$ cat config.mk
export PLATFORM = sky130hd
export DESIGN_NAME = bifs_ctrl
export DESIGN_NICKNAME = d
export VERILOG_FILES = /design/src/sv/bifs_pkg.sv /design/src/sv/bifs_ctrl.sv
export SDC_FILE = /design/constraint.sdc
export NUM_CORES = 1
export LEC_CHECK = 0
export BUFFER_PORTS_ARGS = -buffer_cell sky130_fd_sc_hd__buf_2
export CAP_MARGIN = 20
export CELL_PAD_IN_SITES_DETAIL_PLACEMENT = 2
export CELL_PAD_IN_SITES_GLOBAL_PLACEMENT = 2
export CORE_UTILIZATION = 27
export CTS_CLUSTER_DIAMETER = 150
export CTS_CLUSTER_SIZE = 40
export DETAILED_ROUTE_END_ITERATION = 16
export PLACE_DENSITY_LB_ADDON = 0.1
export REMOVE_ABC_BUFFERS = 1
export SLEW_MARGIN = 20
export SYNTH_ARGS = -nofsm -noshare
export SYNTH_HDL_FRONTEND = slang
export SYNTH_SLANG_ARGS = --single-unit
$ cat constraint.sdc
create_clock -name clock -period 3.95 [get_ports clock]
set_input_delay 0.79 -clock clock [delete_from_list [all_inputs] [get_ports clock]]
set_output_delay 0.79 -clock clock [all_outputs]
set_load 0.02 [all_outputs]
$ cat src/sv/bifs_pkg.sv
// Shared constants, codes and controller/datapath interface types for the flow search unit.
`default_nettype none

package bifs_pkg;

   localparam int FLOW_BYTES       = 8;
   localparam int IDX_W            = 3;
   localparam int NUM_OCTET_TABLES = 4;
   localparam int OCTET_ROWS       = 256;
   localparam int PORT_ROWS        = 65536;
   localparam int TBL_W            = $clog2(NUM_OCTET_TABLES);
   localparam int OCT_ROW_W        = $clog2(OCTET_ROWS);
   localparam int PORT_ROW_W       = $clog2(PORT_ROWS);
   localparam int OCT_DEPTH        = NUM_OCTET_TABLES * OCTET_ROWS * FLOW_BYTES;
   localparam int PORT_DEPTH       = PORT_ROWS * FLOW_BYTES;
   localparam int OCT_ADDR_W       = $clog2(OCT_DEPTH);
   localparam int PORT_ADDR_W      = $clog2(PORT_DEPTH);

   localparam int BYTE_W   = 8;
   localparam int FLOW_W   = 7;
   localparam int CSR_W    = 16;
   localparam int CSR_IDX_W = 3;
   localparam int USED_W   = 3;

   localparam logic [BYTE_W-1:0] ALL_ONES = 8'hFF;

   // Configuration register indexes
   localparam logic [CSR_IDX_W-1:0] CSR_KEY_OCTET_1 = 3'd0;
   localparam logic [CSR_IDX_W-1:0] CSR_KEY_OCTET_2 = 3'd1;
   localparam logic [CSR_IDX_W-1:0] CSR_KEY_OCTET_3 = 3'd2;
   localparam logic [CSR_IDX_W-1:0] CSR_KEY_OCTET_4 = 3'd3;
   localparam logic [CSR_IDX_W-1:0] CSR_OCTETS_USED = 3'd4;
   localparam logic [CSR_IDX_W-1:0] CSR_PORT_KEY    = 3'd5;

   // Function codes
   localparam logic FUNC_LOAD = 1'b0;
   localparam logic FUNC_SCAN = 1'b1;

   // Table select code of the port table
   localparam logic [2:0] TBL_PORT = 3'd4;

   typedef struct packed {
      logic             capture;
      logic             load_wr;
      logic             oct_rd;
      logic [TBL_W-1:0] tbl;
      logic             port_rd;
      logic             emit;
   } bifs_cmd_type;

   typedef struct packed {
      logic [USED_W-1:0] used;
      logic              port_en;
      logic              emit_last;
   } bifs_stat_type;

endpackage

`default_nettype wire

$ cat src/sv/bifs_ctrl.sv
// Controller state machine: sequences loads, table reads and result emission.
`default_nettype none

module bifs_ctrl
   import bifs_pkg::*;
(
   input  wire logic          clock,
   input  wire logic          reset,
   input  wire logic          start,
   input  wire logic          req_func,
   output logic               busy,
   input  wire bifs_stat_type stat,
   output bifs_cmd_type       cmd
);

   typedef enum logic [2:0] {
      ST_IDLE,
      ST_LOAD,
      ST_OCT,
      ST_PORT,
      ST_DRAIN,
      ST_EMIT
   } state_type;

   state_type         state_ff, state_in;
   logic [USED_W-1:0] t_ff, t_in;

   always_comb begin
      state_in = state_ff;
      t_in     = t_ff;
      cmd      = '0;
      cmd.tbl  = t_ff[TBL_W-1:0];
      unique case (state_ff)
         ST_IDLE: begin
            if (start) begin
               cmd.capture = 1'b1;
               t_in        = '0;
               state_in    = (req_func == FUNC_SCAN) ? ST_OCT : ST_LOAD;
            end
         end
         ST_LOAD: begin
            cmd.load_wr = 1'b1;
            state_in    = ST_IDLE;
         end
         ST_OCT: begin
            // one octet row read per cycle; data is folded in the following cycle
            if (t_ff < stat.used) begin
               cmd.oct_rd = 1'b1;
               t_in       = t_ff + USED_W'(1);
            end else begin
               state_in = ST_PORT;
            end
         end
         ST_PORT: begin
            cmd.port_rd = stat.port_en;
            state_in    = ST_DRAIN;
         end
         ST_DRAIN: begin
            state_in = ST_EMIT;
         end
         ST_EMIT: begin
            cmd.emit = 1'b1;
            if (stat.emit_last) begin
               state_in = ST_IDLE;
            end
         end
         default: begin
            state_in = ST_IDLE;
         end
      endcase
   end

   always_ff @(posedge clock) begin
      if (reset) begin
         state_ff <= ST_IDLE;
         t_ff     <= '0;
      end else begin
         state_ff <= state_in;
         t_ff     <= t_in;
      end
   end

   assign busy = (state_ff != ST_IDLE);

   a_rd_excl: assert property (@(posedge clock) disable iff (reset)
      !(cmd.oct_rd && cmd.port_rd))
      else $error("octet and port reads issued together");

   a_cnt_range: assert property (@(posedge clock) disable iff (reset)
      t_ff <= USED_W'(NUM_OCTET_TABLES))
      else $error("octet read count beyond table count");

   a_capture_busy: assert property (@(posedge clock) disable iff (reset)
      cmd.capture |=> busy)
      else $error("accepted item did not make the block busy");

   a_no_emit_rd: assert property (@(posedge clock) disable iff (reset)
      cmd.emit |-> !(cmd.oct_rd || cmd.port_rd || cmd.load_wr))
      else $error("emission overlaps memory access");

endmodule

`default_nettype wire

==> impl_metrics.toml <==
[run_status]
outcome = "finished, final reports clean"

[critical_path]
cpMostUsedCell = "buf_2"
crit_slowest_cell = "ha_1"
worstPathCellList = "buf_2 > inv_1 > ha_1 > o21ai_0 > o21ai_2 > clkinv_2 > buf_2"
reg2reg_depth = 4
critical_path_required_ns = 3.16
r2r_end = "state_ff[0]"
r2r-start = "state_ff[2]"
critPathTopFamily = "buffers and inverters"
critPathArrivalTime_ns = 1.74
start_kind = "primary input"
crit_path_start = "stat[3]"
path_max_fanout = 6
r2r_setup_slack_ns = 2.48
cp_slowest_stage_delay_ns = 0.27
endpoint_kind = "output pin"
crit_buf_inv = 4
path_class = "primary input to output pin"

[pwr]
swShare_pct = 29.4
max-vdd-ir-drop_mv = 0.187
power_leakage_nw = 0.254
p_int_uw = 116
power_frac_comb_pct = 24.2
power.density_nw_per_um2 = 312
seqPwrFrac_pct = 43.6
switching_power_uw = 48.2
p_clk_share_pct = 32.2

[sta]
max_slew.worst_pin.slew_ns = 0.437
fmax_ghz = 0.395
min_period_ns = 2.53
drv_slew = 0
rsz0062_at_grt = "false"
setup_viol = 0
hold_viol_final = 0
setup_tns_ns = 0
fin_crit_sh_pct = 64.1
relSlewSlack_pct = 70.8
final.setup_skew_ns = 0.00135
worst_slack_ns = 1.42

[finish]
nets = 78
multi_input_area_um2 = 267
fin_util_pct = 34.5
n_antenna_cell = 0
syn_to_final_growth_pct = 17.3
final_area_um2 = 526
regArea_um2 = 120
nFillCells = 176
final_layout_size_suffix_gt1_share_pct = 40.6

[placement]
place_congestion = 0.634
placed_cell_area_um2 = 503
place_hpwl_um = 797
port_buffers = 16
dp_worst_setup_slack_ns = 1.41

[detailed_routing]
firstDrtPassIters = 1
drt_iter0_drc = 0
ant_nets = 0
post_drt_wl_per_cell_um = 12.9
vias = 410
drc = 0
drt_wl_total_um = 1030
avgViaCountPerCell = 5.13

[yosys]
ys_warn_count = 0
yosysUniqueCellTypes = 25
syn_area_um2 = 448
syn_inst = 50
yosys_register_bits = 6
syn_area_per_cell_um2 = 8.96
ys_seq_area_share_pct = 26.8

[grt]
antenna_found_initial = 0
grt_pass1_vias = 387
grt_pass1_wl_um = 1660
gr-total-overflow = 0
grt_usage_pct = 12.0
grt_max_degree = 13

[floorplanning]
core_um2 = 1520
dieArea_um2 = 1830
row_count = 14
start_util_pct = 29.4
dieHeight_um = 42.7
dieWidth_um = 42.7
ios = 17

[hold_path]
hold_path.class = "flop to flop"
min_to = "t_ff[1]"
min_path_cells = 2
worstHoldStart = "t_ff[1]"

[clock_network]
cts.sinks = 6
clk_pin_slew_ns = 0.04
postCtsSetupBuffers = 0
cts_max_level = 1
post_cts_resized = 0
cts-root-buf = "clkbuf_4"
clk_path_buf_depth = 2
numCtsBuffers = 3
clock_latency_ns = 0.23
cts_tree = "built"
cts_hold_buffers = 0

[job]
drv_cap = 0
[cells in the final DEF, fill, tap and decap left out]
cell type / Yosys / routed
inv_1: 3 / 3
nand3b_1: 2 / 2
nor4_2: 1 / 1
buf_2: 0 / 16
nand3_1: 1 / 1
o21ai_0: 2 / 2
and2_1: 1 / 1
a32o_1: 1 / 1
nor4_1: 1 / 1
dfxtp_1: 6 / 6
clkinv_2: 1 / 1
nor4bb_1: 1 / 1
a21oi_1: 5 / 5
nor3_2: 1 / 1
and3b_1: 1 / 1
clkbuf_4: 0 / 3
o21ai_2: 2 / 2
a21boi_1: 1 / 1
nor4b_2: 1 / 1
or4b_4: 1 / 1
nor2_1: 3 / 3
o31ai_1: 1 / 1
nor3b_1: 4 / 4
nand2_1: 2 / 2
ha_1: 3 / 3
[worst reg2reg max path, delay by kind of cell, from the launching register on]
kind             cells  cell delay [ns]
flip-flops           1             0.58
AO/OA/AOI/OAI        2             0.23
AND/OR/NAND/NOR      2             0.59
[power by group through the flow]
stage          logic, mW  registers (mW)  clock network (mW)
4_1_cts           0.0407          0.0714              0.0568
3_5_place_dp      0.0403          0.0724                   0
5_1_grt           0.0438          0.0723              0.0586
2_1_floorplan     0.0253          0.0715                   0
6_report          0.0398          0.0715              0.0527
3_3_place_gp      0.0395          0.0724                   0
[per-layer routing]
metal  share of wire (%)  global-route usage (%)
met1                  52                    14.9
met2                  44                    19.1
met3                 3.8                    4.26
met4                   0                    3.75
met5                   0                       0
[synthesized netlist by cell type, drive strengths merged]
cell    instances  area, um2
a21boi          1       7.51
nand2           2       7.51
nand3b          2       15.0
a21oi           5       25.0
nor3            1       10.0
and2            1       6.26
buf             5       45.0
nor3b           4       30.0
clkinv          1       5.00
nor2            3       11.3
a32o            1       10.0
nor4            2       18.8
and3b           1       8.76
nand3           1       5.00
dfxtp           6        120
nor4bb          1       10.0
o31ai           1       7.51
ha              3       37.5
o21ai           4       27.5
nor4b           1       15.0
or4b            1       13.8
inv             3       11.3
[per-stage QoR]
step / std cells / hold WS [ns] / total power [mW]
floorplan: 45 / 0.468 / 0.0968
global route: 80 / 0.556 / 0.175
global placement: 77 / 0.514 / 0.112
detailed placement: 77 / 0.518 / 0.113
CTS: 80 / 0.531 / 0.169
finish: 80 / 0.524 / 0.164
[final cells by class]
type / instances / share of cell area [%]
clock buffers: 3 / 4.29
flip-flops and latches: 6 / 22.9
well taps: 16 / 3.81
inverters: 4 / 3.10
multi-input cells: 35 / 50.7
repair buffers: 16 / 15.2
[how the worst max path moves through the flow]
stage               endpoint  slack, ns  cells after the start
floorplan             cmd[4]       1.68                      5
global placement      cmd[4]       1.41                      7
detailed placement    cmd[4]       1.41                      7
CTS                   cmd[4]       1.40                      7
global route          cmd[4]       1.32                      7
finish                cmd[4]       1.42                      7
[sequential cells by signal, indices dropped and copies added, names as in the netlist]
register	cells
t_ff	3
state_ff	3
[logic make-up after synthesis]
logic type      count (synthesis)  share of synthesized area (%)
simple gates                   20                           33.8
compound gates                 12                           17.3
buf+inv                         9                           13.7
flops                           6                           26.8
fa+ha+maj                       3                           8.38
Note: power is estimated with default switching activity, not from simulation.
